**config.mk**
```make
export PLATFORM = sky130hd
export DESIGN_NAME = json_string_unescape_utf8_core
export DESIGN_NICKNAME = d
export VERILOG_FILES = /design/src/rtl/core/jsu_pkg.sv /design/src/rtl/core/jsu_front.sv /design/src/rtl/core/jsu_queue.sv /design/src/rtl/core/jsu_back.sv /design/src/rtl/core/json_string_unescape_utf8_core.sv
export SDC_FILE = /design/constraint.sdc
export NUM_CORES = 1
export LEC_CHECK = 0
export ABC_AREA = 0
export BUFFER_PORTS_ARGS = -buffer_cell sky130_fd_sc_hd__buf_2
export CORE_MARGIN = 3
export CORE_UTILIZATION = 55
export CTS_CLUSTER_DIAMETER = 120
export DETAILED_ROUTE_END_ITERATION = 8
export GPL_TIMING_DRIVEN = 0
export PLACE_DENSITY = 0.72
export SLEW_MARGIN = 5
export SYNTH_ARGS = -nofsm -noshare
export SYNTH_HDL_FRONTEND = slang
export SYNTH_SLANG_ARGS = --single-unit
export TNS_END_PERCENT = 50
```
**constraint.sdc**
```tcl
create_clock -name clk_i -period 8.15 [get_ports clk_i]
set_input_delay 1.2225 -clock clk_i [delete_from_list [all_inputs] [get_ports clk_i]]
set_output_delay 1.2225 -clock clk_i [all_outputs]
set_load 0.01 [all_outputs]
```
**src/rtl/core/jsu_pkg.sv**
```systemverilog
`default_nettype none

package jsu_pkg;

  // Result kinds as they leave on the output tuser.
  typedef enum logic [1:0] {
    KIND_DATA  = 2'd0,
    KIND_CLOSE = 2'd1,
    KIND_ERROR = 2'd2
  } kind_e;

  // Up to four results that one input item causes. Every entry before
  // last_idx is a content byte; the entry at last_idx carries fin_kind.
  typedef struct packed {
    logic [3:0][7:0] bytes;
    kind_e           fin_kind;
    logic [1:0]      last_idx;
  } pkt_t;

  localparam int unsigned QUEUE_DEPTH = 4;
  localparam int unsigned QPTR_W      = $clog2(QUEUE_DEPTH);
  localparam int unsigned QCNT_W      = $clog2(QUEUE_DEPTH + 1);

endpackage : jsu_pkg

`default_nettype wire

```
**src/rtl/core/jsu_front.sv**
```systemverilog
`default_nettype none

module jsu_front
  import jsu_pkg::*;
(
  input  wire logic       clk_i,
  input  wire logic       rst_ni,
  input  wire logic       in_valid_i,
  output logic            in_ready_o,
  input  wire logic [7:0] data_byte_i,
  input  wire logic       text_end_i,
  input  wire logic       q_full_i,
  output logic            push_o,
  output pkt_t            pkt_o
);

  typedef enum logic [2:0] {
    PH_IDLE    = 3'd0,
    PH_BODY    = 3'd1,
    PH_ESC     = 3'd2,
    PH_HEX1    = 3'd3,
    PH_HIGH    = 3'd4,
    PH_HIGH_BS = 3'd5,
    PH_HEX2    = 3'd6
  } phase_e;

  localparam logic [7:0] CH_QUOTE  = 8'h22;
  localparam logic [7:0] CH_BSLASH = 8'h5C;
  localparam logic [7:0] CH_U      = 8'h75;

  typedef struct packed {
    logic       ok;
    logic [3:0] val;
  } hex_t;

  typedef struct packed {
    logic       ok;
    logic [7:0] val;
  } esc_t;

  function automatic hex_t hex_decode(input logic [7:0] c);
    hex_t r;
    r = '0;
    if (c >= 8'h30 && c <= 8'h39) begin
      r.ok  = 1'b1;
      r.val = c[3:0];
    end else if ((c >= 8'h61 && c <= 8'h66) || (c >= 8'h41 && c <= 8'h46)) begin
      r.ok  = 1'b1;
      r.val = c[3:0] + 4'd9;
    end
    return r;
  endfunction

  function automatic esc_t esc_decode(input logic [7:0] c);
    esc_t r;
    r.ok = 1'b1;
    unique case (c)
      8'h22:   r.val = 8'h22;
      8'h5C:   r.val = 8'h5C;
      8'h2F:   r.val = 8'h2F;
      8'h62:   r.val = 8'h08;
      8'h66:   r.val = 8'h0C;
      8'h6E:   r.val = 8'h0A;
      8'h72:   r.val = 8'h0D;
      8'h74:   r.val = 8'h09;
      default: begin
        r.ok  = 1'b0;
        r.val = 8'h00;
      end
    endcase
    return r;
  endfunction

  function automatic pkt_t utf8_encode(input logic [20:0] code);
    pkt_t r;
    r = '0;
    r.fin_kind = KIND_DATA;
    if (code < 21'h80) begin
      r.bytes[0] = code[7:0];
      r.last_idx = 2'd0;
    end else if (code < 21'h800) begin
      r.bytes[0] = {3'b110, code[10:6]};
      r.bytes[1] = {2'b10, code[5:0]};
      r.last_idx = 2'd1;
    end else if (code < 21'h10000) begin
      r.bytes[0] = {4'b1110, code[15:12]};
      r.bytes[1] = {2'b10, code[11:6]};
      r.bytes[2] = {2'b10, code[5:0]};
      r.last_idx = 2'd2;
    end else begin
      r.bytes[0] = {5'b11110, code[20:18]};
      r.bytes[1] = {2'b10, code[17:12]};
      r.bytes[2] = {2'b10, code[11:6]};
      r.bytes[3] = {2'b10, code[5:0]};
      r.last_idx = 2'd3;
    end
    return r;
  endfunction

  phase_e      phase_q, phase_d;
  logic [15:0] acc_q, acc_d;
  logic [1:0]  cnt_q, cnt_d;
  logic [15:0] high_q, high_d;

  logic        accept;
  hex_t        hx;
  esc_t        es;
  logic [15:0] acc_next;
  logic [20:0] joined;
  pkt_t        high_pkt;
  pkt_t        err_pkt;

  assign in_ready_o = !q_full_i;
  assign accept     = in_valid_i && !q_full_i;
  assign hx         = hex_decode(data_byte_i);
  assign es         = esc_decode(data_byte_i);
  assign acc_next   = {acc_q[11:0], hx.val};
  assign joined     = 21'h10000 + {1'b0, high_q[9:0], acc_next[9:0]};
  assign high_pkt   = utf8_encode({5'd0, high_q});

  always_comb begin
    err_pkt          = '0;
    err_pkt.fin_kind = KIND_ERROR;
  end

  always_comb begin
    phase_d = phase_q;
    acc_d   = acc_q;
    cnt_d   = cnt_q;
    high_d  = high_q;
    push_o  = 1'b0;
    pkt_o   = '0;
    if (accept) begin
      if (text_end_i) begin
        push_o  = 1'b1;
        pkt_o   = err_pkt;
        phase_d = PH_IDLE;
        acc_d   = '0;
        cnt_d   = '0;
        high_d  = '0;
      end else begin
        unique case (phase_q)
          PH_IDLE: begin
            if (data_byte_i == CH_QUOTE) begin
              phase_d = PH_BODY;
            end else begin
              push_o = 1'b1;
              pkt_o  = err_pkt;
            end
          end
          PH_BODY: begin
            if (data_byte_i == CH_QUOTE) begin
              push_o         = 1'b1;
              pkt_o.fin_kind = KIND_CLOSE;
              phase_d        = PH_IDLE;
              acc_d          = '0;
              cnt_d          = '0;
              high_d         = '0;
            end else if (data_byte_i == CH_BSLASH) begin
              phase_d = PH_ESC;
            end else begin
              push_o         = 1'b1;
              pkt_o.bytes[0] = data_byte_i;
              pkt_o.fin_kind = KIND_DATA;
            end
          end
          PH_ESC: begin
            if (data_byte_i == CH_U) begin
              phase_d = PH_HEX1;
              acc_d   = '0;
              cnt_d   = '0;
            end else if (es.ok) begin
              push_o         = 1'b1;
              pkt_o.bytes[0] = es.val;
              pkt_o.fin_kind = KIND_DATA;
              phase_d        = PH_BODY;
            end else begin
              push_o  = 1'b1;
              pkt_o   = err_pkt;
              phase_d = PH_IDLE;
              acc_d   = '0;
              cnt_d   = '0;
              high_d  = '0;
            end
          end
          PH_HEX1, PH_HEX2: begin
            if (!hx.ok) begin
              push_o  = 1'b1;
              pkt_o   = err_pkt;
              phase_d = PH_IDLE;
              acc_d   = '0;
              cnt_d   = '0;
              high_d  = '0;
            end else if (cnt_q != 2'd3) begin
              acc_d = acc_next;
              cnt_d = cnt_q + 2'd1;
            end else begin
              acc_d = '0;
              cnt_d = '0;
              if (phase_q == PH_HEX1) begin
                if (acc_next >= 16'hD800 && acc_next <= 16'hDBFF) begin
                  high_d  = acc_next;
                  phase_d = PH_HIGH;
                end else begin
                  push_o  = 1'b1;
                  pkt_o   = utf8_encode({5'd0, acc_next});
                  phase_d = PH_BODY;
                end
              end else begin
                push_o  = 1'b1;
                // A second code that is no low surrogate is dropped.
                if (acc_next >= 16'hDC00 && acc_next <= 16'hDFFF) begin
                  pkt_o = utf8_encode(joined);
                end else begin
                  pkt_o = high_pkt;
                end
                high_d  = '0;
                phase_d = PH_BODY;
              end
            end
          end
          PH_HIGH: begin
            if (data_byte_i == CH_BSLASH) begin
              phase_d = PH_HIGH_BS;
            end else begin
              // Lone high surrogate goes out first, then the byte as content, or a close if the byte is a quote.
              push_o         = 1'b1;
              pkt_o          = high_pkt;
              pkt_o.last_idx = 2'd3;
              high_d         = '0;
              if (data_byte_i == CH_QUOTE) begin
                pkt_o.fin_kind = KIND_CLOSE;
                phase_d        = PH_IDLE;
                acc_d          = '0;
                cnt_d          = '0;
              end else begin
                pkt_o.bytes[3] = data_byte_i;
                phase_d        = PH_BODY;
              end
            end
          end
          PH_HIGH_BS: begin
            if (data_byte_i == CH_U) begin
              phase_d = PH_HEX2;
              acc_d   = '0;
              cnt_d   = '0;
            end else begin
              push_o         = 1'b1;
              pkt_o          = high_pkt;
              pkt_o.last_idx = 2'd3;
              high_d         = '0;
              if (es.ok) begin
                pkt_o.bytes[3] = es.val;
                phase_d        = PH_BODY;
              end else begin
                pkt_o.fin_kind = KIND_ERROR;
                phase_d        = PH_IDLE;
                acc_d          = '0;
                cnt_d          = '0;
              end
            end
          end
          default: begin
            push_o  = 1'b1;
            pkt_o   = err_pkt;
            phase_d = PH_IDLE;
            acc_d   = '0;
            cnt_d   = '0;
            high_d  = '0;
          end
        endcase
      end
    end
  end

  always_ff @(posedge clk_i or negedge rst_ni) begin
    if (!rst_ni) begin
      phase_q <= PH_IDLE;
      acc_q   <= '0;
      cnt_q   <= '0;
      high_q  <= '0;
    end else begin
      phase_q <= phase_d;
      acc_q   <= acc_d;
      cnt_q   <= cnt_d;
      high_q  <= high_d;
    end
  end

endmodule : jsu_front

`default_nettype wire

```
**src/rtl/core/jsu_queue.sv**
```systemverilog
`default_nettype none

module jsu_queue
  import jsu_pkg::*;
(
  input  wire logic clk_i,
  input  wire logic rst_ni,
  input  wire logic push_i,
  input  wire pkt_t pkt_i,
  input  wire logic pop_i,
  output pkt_t      head_o,
  output logic      full_o,
  output logic      empty_o
);

  pkt_t              mem_q [QUEUE_DEPTH];
  logic [QPTR_W-1:0] wr_ptr_q, rd_ptr_q;
  logic [QCNT_W-1:0] cnt_q;
  logic              do_push, do_pop;

  assign full_o  = (cnt_q == QCNT_W'(QUEUE_DEPTH));
  assign empty_o = (cnt_q == '0);
  assign head_o  = mem_q[rd_ptr_q];
  assign do_push = push_i && !full_o;
  assign do_pop  = pop_i && !empty_o;

  always_ff @(posedge clk_i) begin
    if (do_push) begin
      mem_q[wr_ptr_q] <= pkt_i;
    end
  end

  always_ff @(posedge clk_i or negedge rst_ni) begin
    if (!rst_ni) begin
      wr_ptr_q <= '0;
      rd_ptr_q <= '0;
      cnt_q    <= '0;
    end else begin
      if (do_push) begin
        wr_ptr_q <= (wr_ptr_q == QPTR_W'(QUEUE_DEPTH - 1)) ? '0 : wr_ptr_q + 1'b1;
      end
      if (do_pop) begin
        rd_ptr_q <= (rd_ptr_q == QPTR_W'(QUEUE_DEPTH - 1)) ? '0 : rd_ptr_q + 1'b1;
      end
      if (do_push && !do_pop) begin
        cnt_q <= cnt_q + 1'b1;
      end else if (do_pop && !do_push) begin
        cnt_q <= cnt_q - 1'b1;
      end
    end
  end

endmodule : jsu_queue

`default_nettype wire

```
**src/rtl/core/jsu_back.sv**
```systemverilog
`default_nettype none

module jsu_back
  import jsu_pkg::*;
(
  input  wire logic       clk_i,
  input  wire logic       rst_ni,
  input  wire pkt_t       head_i,
  input  wire logic       empty_i,
  output logic            pop_o,
  output logic            out_valid_o,
  input  wire logic       out_ready_i,
  output logic [7:0]      out_byte_o,
  output logic [1:0]      out_kind_o,
  output logic            out_last_o
);

  logic [1:0] idx_q;
  logic       at_end;

  assign at_end      = (idx_q == head_i.last_idx);
  assign out_valid_o = !empty_i;
  assign out_byte_o  = head_i.bytes[idx_q];
  assign out_kind_o  = at_end ? head_i.fin_kind : KIND_DATA;
  assign out_last_o  = at_end;
  assign pop_o       = out_valid_o && out_ready_i && at_end;

  always_ff @(posedge clk_i or negedge rst_ni) begin
    if (!rst_ni) begin
      idx_q <= '0;
    end else if (out_valid_o && out_ready_i) begin
      idx_q <= at_end ? 2'd0 : idx_q + 2'd1;
    end
  end

endmodule : jsu_back

`default_nettype wire

```
**src/rtl/core/json_string_unescape_utf8_core.sv**
```systemverilog
// JSON string unescaper with UTF-8 output. Feed the raw bytes of a quoted JSON
// string one item at a time on the slave stream; the first byte must be a
// double quote. Plain bytes pass through, the eight simple backslash escapes
// are decoded, and \uXXXX escapes are decoded, with a high surrogate joined
// to a directly following \u low surrogate into one supplementary code point.
// Each code point leaves as one to four UTF-8 bytes on the master stream,
// tuser telling content (0), string closed (1) or error (2), and tlast marking
// the final result caused by one input item. An item with tlast set marks the
// end of text and always yields an error. After a close or an error the block
// waits for a new opening quote. Rate: one input item is taken per cycle as
// long as the four-entry queue between the classifier and the output
// serializer has room; results leave at one per cycle while the master
// stream is ready, so an item of N bytes holds the serializer until all N
// are out. With nothing queued ahead of it, an item's first result appears
// the cycle after the item is accepted, else behind the results queued ahead.

`default_nettype none

module json_string_unescape_utf8_core
  import jsu_pkg::*;
(
  input  wire logic       clk_i,
  input  wire logic       rst_ni,
  input  wire logic       s_axis_tvalid_i,
  output logic            s_axis_tready_o,
  input  wire logic [7:0] s_axis_tdata_i,  // [7:0] data_byte
  input  wire logic       s_axis_tlast_i,  // text_end
  output logic            m_axis_tvalid_o,
  input  wire logic       m_axis_tready_i,
  output logic [7:0]      m_axis_tdata_o,  // [7:0] out_byte
  output logic [1:0]      m_axis_tuser_o,  // [1:0] kind
  output logic            m_axis_tlast_o   // last
);

  logic push, pop, q_full, q_empty;
  pkt_t pkt_in, head;

  // Front: tracks the string state and turns each item into at most one packet.
  jsu_front u_front (
    .clk_i       (clk_i),
    .rst_ni      (rst_ni),
    .in_valid_i  (s_axis_tvalid_i),
    .in_ready_o  (s_axis_tready_o),
    .data_byte_i (s_axis_tdata_i),
    .text_end_i  (s_axis_tlast_i),
    .q_full_i    (q_full),
    .push_o      (push),
    .pkt_o       (pkt_in)
  );

  // Packet queue decoupling classification from serialization.
  jsu_queue u_queue (
    .clk_i   (clk_i),
    .rst_ni  (rst_ni),
    .push_i  (push),
    .pkt_i   (pkt_in),
    .pop_i   (pop),
    .head_o  (head),
    .full_o  (q_full),
    .empty_o (q_empty)
  );

  // Back: sends the packet entries out one result per cycle while the output is ready.
  jsu_back u_back (
    .clk_i       (clk_i),
    .rst_ni      (rst_ni),
    .head_i      (head),
    .empty_i     (q_empty),
    .pop_o       (pop),
    .out_valid_o (m_axis_tvalid_o),
    .out_ready_i (m_axis_tready_i),
    .out_byte_o  (m_axis_tdata_o),
    .out_kind_o  (m_axis_tuser_o),
    .out_last_o  (m_axis_tlast_o)
  );

`ifndef SYNTHESIS
  // A close or error is always the final result of its item.
  a_ctrl_is_last: assert property (@(posedge clk_i) disable iff (!rst_ni)
    (m_axis_tvalid_o && m_axis_tuser_o != KIND_DATA) |-> m_axis_tlast_o)
    else $error("close or error result not marked last");

  // Close and error results carry a zero byte.
  a_ctrl_zero: assert property (@(posedge clk_i) disable iff (!rst_ni)
    (m_axis_tvalid_o && m_axis_tuser_o != KIND_DATA) |-> (m_axis_tdata_o == 8'h00))
    else $error("close or error result carries a nonzero byte");

  // The front never produces a packet into a full queue.
  a_no_overflow: assert property (@(posedge clk_i) disable iff (!rst_ni)
    push |-> !q_full)
    else $error("packet pushed into full queue");

  // A packet that arrives in an empty queue is visible on the next cycle.
  a_fill: assert property (@(posedge clk_i) disable iff (!rst_ni)
    (push && q_empty) |=> m_axis_tvalid_o)
    else $error("queued packet not presented on output");
`endif

endmodule : json_string_unescape_utf8_core

`default_nettype wire
```
* Yosys cells after proc, flatten, opt, wreduce, memory -nomap -nowiden
Memory sizes are Yosys's and may differ from the RTL's. Index checks and enable logic that the tools add are counted.
Cells by class: add/subtract/negate cells 8, multipliers 0, divide/modulo/power cells 0, $lt $le $gt $ge 18, equality and inequality tests 31, shifts and indexed selects 0, mux-type cells 110, bitwise gates (word level) 0, reduce and logical (&&, ||, !) cells 26
Operators by type and width (count):
- 16-bit 2-to-1 mux | 21
- 36-bit 2-to-1 mux | 9
- 24-bit case mux with 5 select lines | 1
- 16-bit case mux with 6 select lines | 1
- 16-bit case mux with 5 select lines | 1
- 24-bit 2-to-1 mux | 3
- 8-bit 2-to-1 mux | 9
- 10-bit case mux with 6 select lines | 1
- 8-bit by 7-bit equality test with 1-bit output (second input constant) | 7
- 7-bit case mux with 8 select lines | 1
- 3-bit 2-to-1 mux | 13
- 2-bit 2-to-1 mux | 19
- 16-bit >= comparator (second input constant) | 2
- 16-bit less-or-equal comparator (second input constant) | 2
- 16-bit by 12-bit less-than comparator with 1-bit output (second input constant) | 2
- 16-bit by 8-bit less-than comparator with 1-bit output (second input constant) | 2
- 22-bit 2-to-1 mux | 1
- 17-bit by 20-bit adder with 21-bit output (first input constant) | 1
- 21-bit by 12-bit less-than comparator with 1-bit output (second input constant) | 1
- 21-bit by 17-bit less-than comparator with 1-bit output (second input constant) | 1
- 21-bit by 8-bit less-than comparator with 1-bit output (second input constant) | 1
- 2-bit case mux with 5 select lines | 2
- 3-bit case mux with 6 select lines | 1
- 1-bit 2-to-1 mux | 17
- other kinds (39) | 74
Storage, ports and cells: flip-flop bits (word level) 46, latch bits 0, RAM bits 144, memory bits (read-only) 0, bits of input ports 13, logic and storage cells 202, memories 1
Memories:
- u_queue.mem_q | words 4, width 36, rd ports 1, clocked after Yosys merged registers in 0, wr ports 1, line jsu_queue.sv:16 | pkt_t mem_q [QUEUE_DEPTH];

* Longest topological paths before layout
word-level depth 19, gate-level depth with buffers 15

* Hierarchy
From an unflattened synthesis, not the netlist that was laid out.
Second synthesis, totals: cells, all modules 832, area, all modules 10199.8 um^2
Modules (own cells, without submodules):
- jsu_queue | instances 1, cells an instance 225, area an instance 5636.7 um^2, sequential area each 4499.3 um^2
- jsu_front | instances 1, cells an instance 579, area an instance 4192.8 um^2, sequential area each 825.8 um^2
- jsu_back | instances 1, cells an instance 28, area an instance 370.4 um^2, sequential area each 50.0 um^2

* Worst setup path before layout
No wires, ideal clock.
path kind in2reg, from input s_axis_tdata_i[0], to memory u_queue.mem_q[0][0] (netlist name), enable pin, setup time 394 ps, data arrival time 3684 ps, setup slack 4072 ps, stages on the path 10, path buffers 1, cell sequence clkbuf_1 -> inv_1 -> ha_1 -> inv_1 -> o311a_1 -> o211a_2 -> nor2_1 -> o21ai_1 -> a21oi_4 -> and2_1
On the way: cells in the longest elaborated chain, start to end 17
RTL lines:
- start: declaration | line json_string_unescape_utf8_core.sv:26 | input wire logic [7:0] s_axis_tdata_i,
- 8-bit by 7-bit >= comparator with 1-bit output or 8-bit by 7-bit less-or-equal comparator with 1-bit output (tied branches) | line jsu_front.sv:47 | end else if ((c >= 8'h61 && c <= 8'h66) || (c >= 8'h41 && c <= 8'h46)) begin
- 1-bit logical AND | line jsu_front.sv:47
- 1-bit logical OR | line jsu_front.sv:47
- 5-bit 2-to-1 mux | line jsu_front.sv:47
- 5-bit 2-to-1 mux | line jsu_front.sv:44 | if (c >= 8'h30 && c <= 8'h39) begin
- 16-bit >= comparator or 16-bit less-or-equal comparator (tied branches) | line jsu_front.sv:201 | if (acc_next >= 16'hD800 && acc_next <= 16'hDBFF) begin
- 1-bit logical AND | line jsu_front.sv:201
- 1-bit 2-to-1 mux | line jsu_front.sv:201
- (+2 left out)
- 1-bit 2-to-1 mux | line jsu_front.sv:187 | if (!hx.ok) begin
- 1-bit case mux with 5 select lines * | line jsu_front.sv:142 | unique case (phase_q)
- 1-bit 2-to-1 mux * | line jsu_front.sv:134 | if (text_end_i) begin
- 1-bit 2-to-1 mux * | line jsu_front.sv:133 | if (accept) begin
- 1-bit logical AND * | line jsu_queue.sv:24 | assign do_push = push_i && !full_o;
- net u_queue.do_push | line jsu_queue.sv:19 | logic do_push, do_pop;
- 1-bit 2-to-1 mux * | line jsu_queue.sv:28 | if (do_push) begin
- 1-bit 2-to-1 mux (not written as such) * | line jsu_queue.sv:29 | mem_q[wr_ptr_q] <= pkt_i;
- end: declaration | line jsu_queue.sv:16
Mark *: on every way through the listed nets, which the timed path passes. The rest lies on a longest branch.

* Final worst setup path
from input s_axis_tdata_i[0], to register u_queue.cnt_q[2]
On the way: cells in the longest elaborated chain, start to end 18
RTL lines:
- 8-bit by 7-bit >= comparator with 1-bit output or 8-bit by 7-bit less-or-equal comparator with 1-bit output (tied branches) | line jsu_front.sv:47
- 1-bit logical AND | line jsu_front.sv:47
- 1-bit logical OR | line jsu_front.sv:47
- 5-bit 2-to-1 mux | line jsu_front.sv:47
- 5-bit 2-to-1 mux | line jsu_front.sv:44
- 16-bit >= comparator or 16-bit less-or-equal comparator (tied branches) | line jsu_front.sv:201
- 1-bit logical AND | line jsu_front.sv:201
- 1-bit 2-to-1 mux | line jsu_front.sv:201
- (+3 left out)
- 1-bit case mux with 5 select lines * | line jsu_front.sv:142
- 1-bit 2-to-1 mux * | line jsu_front.sv:134
- 1-bit 2-to-1 mux * | line jsu_front.sv:133
- 1-bit logical AND * | line jsu_queue.sv:24
- net u_queue.do_push | line jsu_queue.sv:19
- 1-bit logical NOT | line jsu_queue.sv:47 | end else if (do_pop && !do_push) begin
- 1-bit logical AND | line jsu_queue.sv:47
- 2-bit nonzero test (no source line)
- end signal: assignment | line jsu_queue.sv:46 | cnt_q <= cnt_q + 1'b1;
- end signal: assignment | line jsu_queue.sv:48 | cnt_q <= cnt_q - 1'b1;
- end: declaration | line jsu_queue.sv:18 | logic [QCNT_W-1:0] cnt_q;
Marked as above. A chain may end at the register's enable or synchronous reset.

==> impl_metrics.ini <==
[logic_synthesis]
yosys_warnings = 0
yosys.area_share.xor_xnor = 0.007093
synthesis.instances = 796
synth_commonest_cells = sky130_fd_sc_hd__edfxtp_1 (136), sky130_fd_sc_hd__nand2_1 (62), sky130_fd_sc_hd__nor2_1 (53), sky130_fd_sc_hd__o21ai_0 (44), sky130_fd_sc_hd__a21oi_1 (43)
synth_mux_area_frac = 0.1041
synth.avg_cell_area_um2 = 12.41
synth_sequential_area_ratio = 0.5198
synthDominantCellAreaShare = 0.4134
synth-adder-area-share = 0.01723
synth_fp_nets = 822
post-synth-top-area-cell = sky130_fd_sc_hd__edfxtp_1
combinational_family_with_the_most_area_after_synthesis = compound AO/OA/AOI/OAI gates
synth-seq-cells = 178
post_synth_main_area_contributors = sky130_fd_sc_hd__edfxtp_1 (41%), sky130_fd_sc_hd__dfrtp_1 (11%), sky130_fd_sc_hd__mux4_2 (9.3%)
synth.cell_area_um2 = 9878
synth_flop_cell = sky130_fd_sc_hd__edfxtp_1
synth_enable_flop_cells = 136
most_common_cell_in_the_netlist = sky130_fd_sc_hd__edfxtp_1
post_synth_and_or_nand_nor_area_fraction = 0.1312
synth_compound_gate_area_share = 0.1757
synth.distinct_cells = 105
asyncSetResetFlopFracSynth = 0.2360

[clock_tree]
clock_tree_from_tritoncts = done
clk-insertion-delay-late_ns = 0.43
cts.repair.resized = 0
clock_path_buffers = 2
cts.sinks = 178
cts_made_buffers = 17
cts.reportedPaths.clkPinSlew_ns = 0.08
cts-htree-levels = 4
post-cts-setup-buffer-count = 0
post_cts_hold_buffer_count = 0
cts_root_buffer = sky130_fd_sc_hd__clkbuf_16

[pwr]
power.sequential.fraction = 0.393
share_comb_of_total_power = 0.336
power.share.switching = 0.3363
max-vdd-ir-drop_v = 0.0002397
cellLeakagePower_nw = 3.941
p_int_mw = 2.058
power_frac_clock = 0.270
pwr_density_cell_nw_per_um2 = 282.6
net-switching-power_mw = 1.043

[floorplan]
die_width_um = 140.0
placementRows = 48
start_util = 0.5672
core_area_um2 = 17420
dieArea_um2 = 19600
io_pins = 26
floorplan.die.height_um = 140.0

[finish]
nNetsFinal = 868
final_layout_size_suffix_gt1_frac = 0.2187
layout.cell_area.non_filler_um2 = 10970
num_antenna_cells = 0
areaGrowthSynthToFinish_pct = 11.08

[sta]
fin_skew_ns = 0.01195
period_share = 0.5562
worst_rel_slew_slack = 0.1318
setup_viol_count_final = 0
worst_slack_ns = 3.617
finalCriticalPeriod_ns = 4.533
setup_total_negative_slack_ns = 0
tightestPinTransition_ns = 1.290
final-max-slew-violation-count = 0
grt_setup_unrepaired = no
timing_hold_violations_final = 0
fmaxAchievable_mhz = 220.6

[detailed_routing]
route.layer.met1.wl_um = 12400
drc = 0
drt_iter0_drc = 845
totalWireLength_um = 28760
drt_pass1_iterations = 6
drt-vias-per-instance = 6.847
drtAntennaViolNets = 0
routed-wl-met2_um = 13380
routed-wl-met3_um = 1982
dr.max_layer_used = met4
average_wire_length_per_cell_after_detail_routing_um = 26.63
via_count = 7395

[place]
io_buffers = 23
dp_hpwl_um = 20520
pre_cts_ws_ns = 3.258
placement.cell_area_um2 = 10360
gpl.final_weighted_congestion = 0.9684

[critical_path]
setup.worst_path.start_class = input pin
critPathMaxFanout = 8
critPathArrivalTime_ns = 4.88
path_class = in -> reg
end_kind = register
reg2regPathDepth = 8
critPathRequiredTime_ns = 8.50

[min_path]
holdCritPathClass = reg -> reg
hold_path_depth = 1

[global_route]
global_route_wire_length_before_repair_um = 43680
globalRouteOverflowTotal = 0
grt_pass1_vias = 7202
initial_antenna_violation_count = 0
pin_count_of_the_biggest_net_entering_global_routing = 43
grt_use_total = 0.2964

[run_status]
status = finished clean

[flow_run]
maxCapViolCount = 0
[cell type report]
type,instances,area (um^2)
Buffer,57,382.9
Clock inverter,13,158.9
Fill cell,1335,6444
Inverter,16,60.06
Multi-Input combinational cell,545,4305
Tap cell,225,281.5
Timing Repair Buffer,27,195.2
Sequential cell,178,5135
Clock buffer,19,454.2
[worst max-delay path, stage by stage]
cell                       delay (ns)
sky130_fd_sc_hd__buf_2           0.10
sky130_fd_sc_hd__clkbuf_1        0.34
sky130_fd_sc_hd__inv_1           0.16
sky130_fd_sc_hd__ha_1            0.29
sky130_fd_sc_hd__o21bai_1        0.28
sky130_fd_sc_hd__a21oi_2         0.19
sky130_fd_sc_hd__nor2_1          0.46
sky130_fd_sc_hd__o21ai_1         0.22
sky130_fd_sc_hd__a21oi_4         0.34
sky130_fd_sc_hd__ha_1            0.26
sky130_fd_sc_hd__inv_1           0.09
sky130_fd_sc_hd__fa_1            0.43
sky130_fd_sc_hd__xor2_1          0.17
sky130_fd_sc_hd__nor2_1          0.13
sky130_fd_sc_hd__xor2_1          0.20
[per-stage QoR]
stage          utilization  std cells  hold WS (ns)  total power [mW]
2_1_floorplan            -        796        0.4476             1.945
3_5_place_dp        0.5948       1048        0.5154             2.277
5_1_grt             0.6300       1080        0.5340             3.239
3_3_place_gp        0.5899       1044        0.4633             2.216
6_report            0.6300       1080        0.5187             3.101
4_1_cts             0.6300       1080        0.5264             3.116
[cells in the final DEF (no fill, tap or decap), drive strengths merged, types with 18 or more instances in the layout]
cell type | netlist | routed
buf | 25 | 52
o21ai | 49 | 49
inv | 16 | 23
nand2 | 64 | 64
a21oi | 48 | 48
dfrtp | 42 | 42
a31oi | 18 | 18
nor2 | 55 | 55
a22o | 26 | 26
clkbuf | 31 | 50
mux4 | 41 | 41
edfxtp | 136 | 136
nand3 | 22 | 22
[state kept, by name, indices dropped and copies added, names as in the netlist]
register          cells
u_queue.rd_ptr_q      2
u_front.phase_q       3
u_front.cnt_q         2
u_queue.cnt_q         3
u_front.acc_q        12
u_queue.wr_ptr_q      2
u_back.idx_q          2
u_front.high_q       16
u_queue.mem_q       136
[routing by layer]
layer  vias to the layer above  GRT usage
met1                      3687     0.4300
met5                         -          0
met3                        66    0.04234
li1                       3225          -
met4                         0     0.1158
met2                       417     0.4581
[cell families (layout without fill, tap and decap cells)]
kind of cell    Yosys count  in the layout
mux                      50             50
xor+xnor                  8              8
fa+ha+maj                13             13
simple gates            239            239
compound gates          235            235
buf+inv                  73            132
flops                   178            178
[power groups by stage]
| stage | logic, mW | clock network [mW] | registers, mW |
|---|---|---|---|
| final | 1.04 | 0.838 | 1.22 |
| after global routing | 1.12 | 0.885 | 1.23 |
| after CTS | 1.05 | 0.844 | 1.22 |
| after detailed placement | 1.04 | 0 | 1.24 |
| after global placement | 0.985 | 0 | 1.23 |
| after floorplan | 0.727 | 0 | 1.22 |
[path summary, 6_finish.rpt]
check                                                from                             to  slack (ns)
max                                     s_axis_tdata_i[0]   u_queue.cnt_q[2]$_DFFE_PN0P_        3.62
min                          u_queue.cnt_q[2]$_DFFE_PN0P_   u_queue.cnt_q[2]$_DFFE_PN0P_        0.52
max reg2reg                u_front.phase_q[2]$_DFFE_PN0P_  u_queue.mem_q[3][6]$_DFFE_PP_        4.32
min reg2reg                  u_queue.cnt_q[2]$_DFFE_PN0P_   u_queue.cnt_q[2]$_DFFE_PN0P_        0.52
max in group asynchronous                          rst_ni   u_front.acc_q[5]$_DFFE_PN0P_        6.53
min in group asynchronous                          rst_ni   u_queue.cnt_q[1]$_DFFE_PN0P_        0.95
Power figures use the tool's default switching activity.
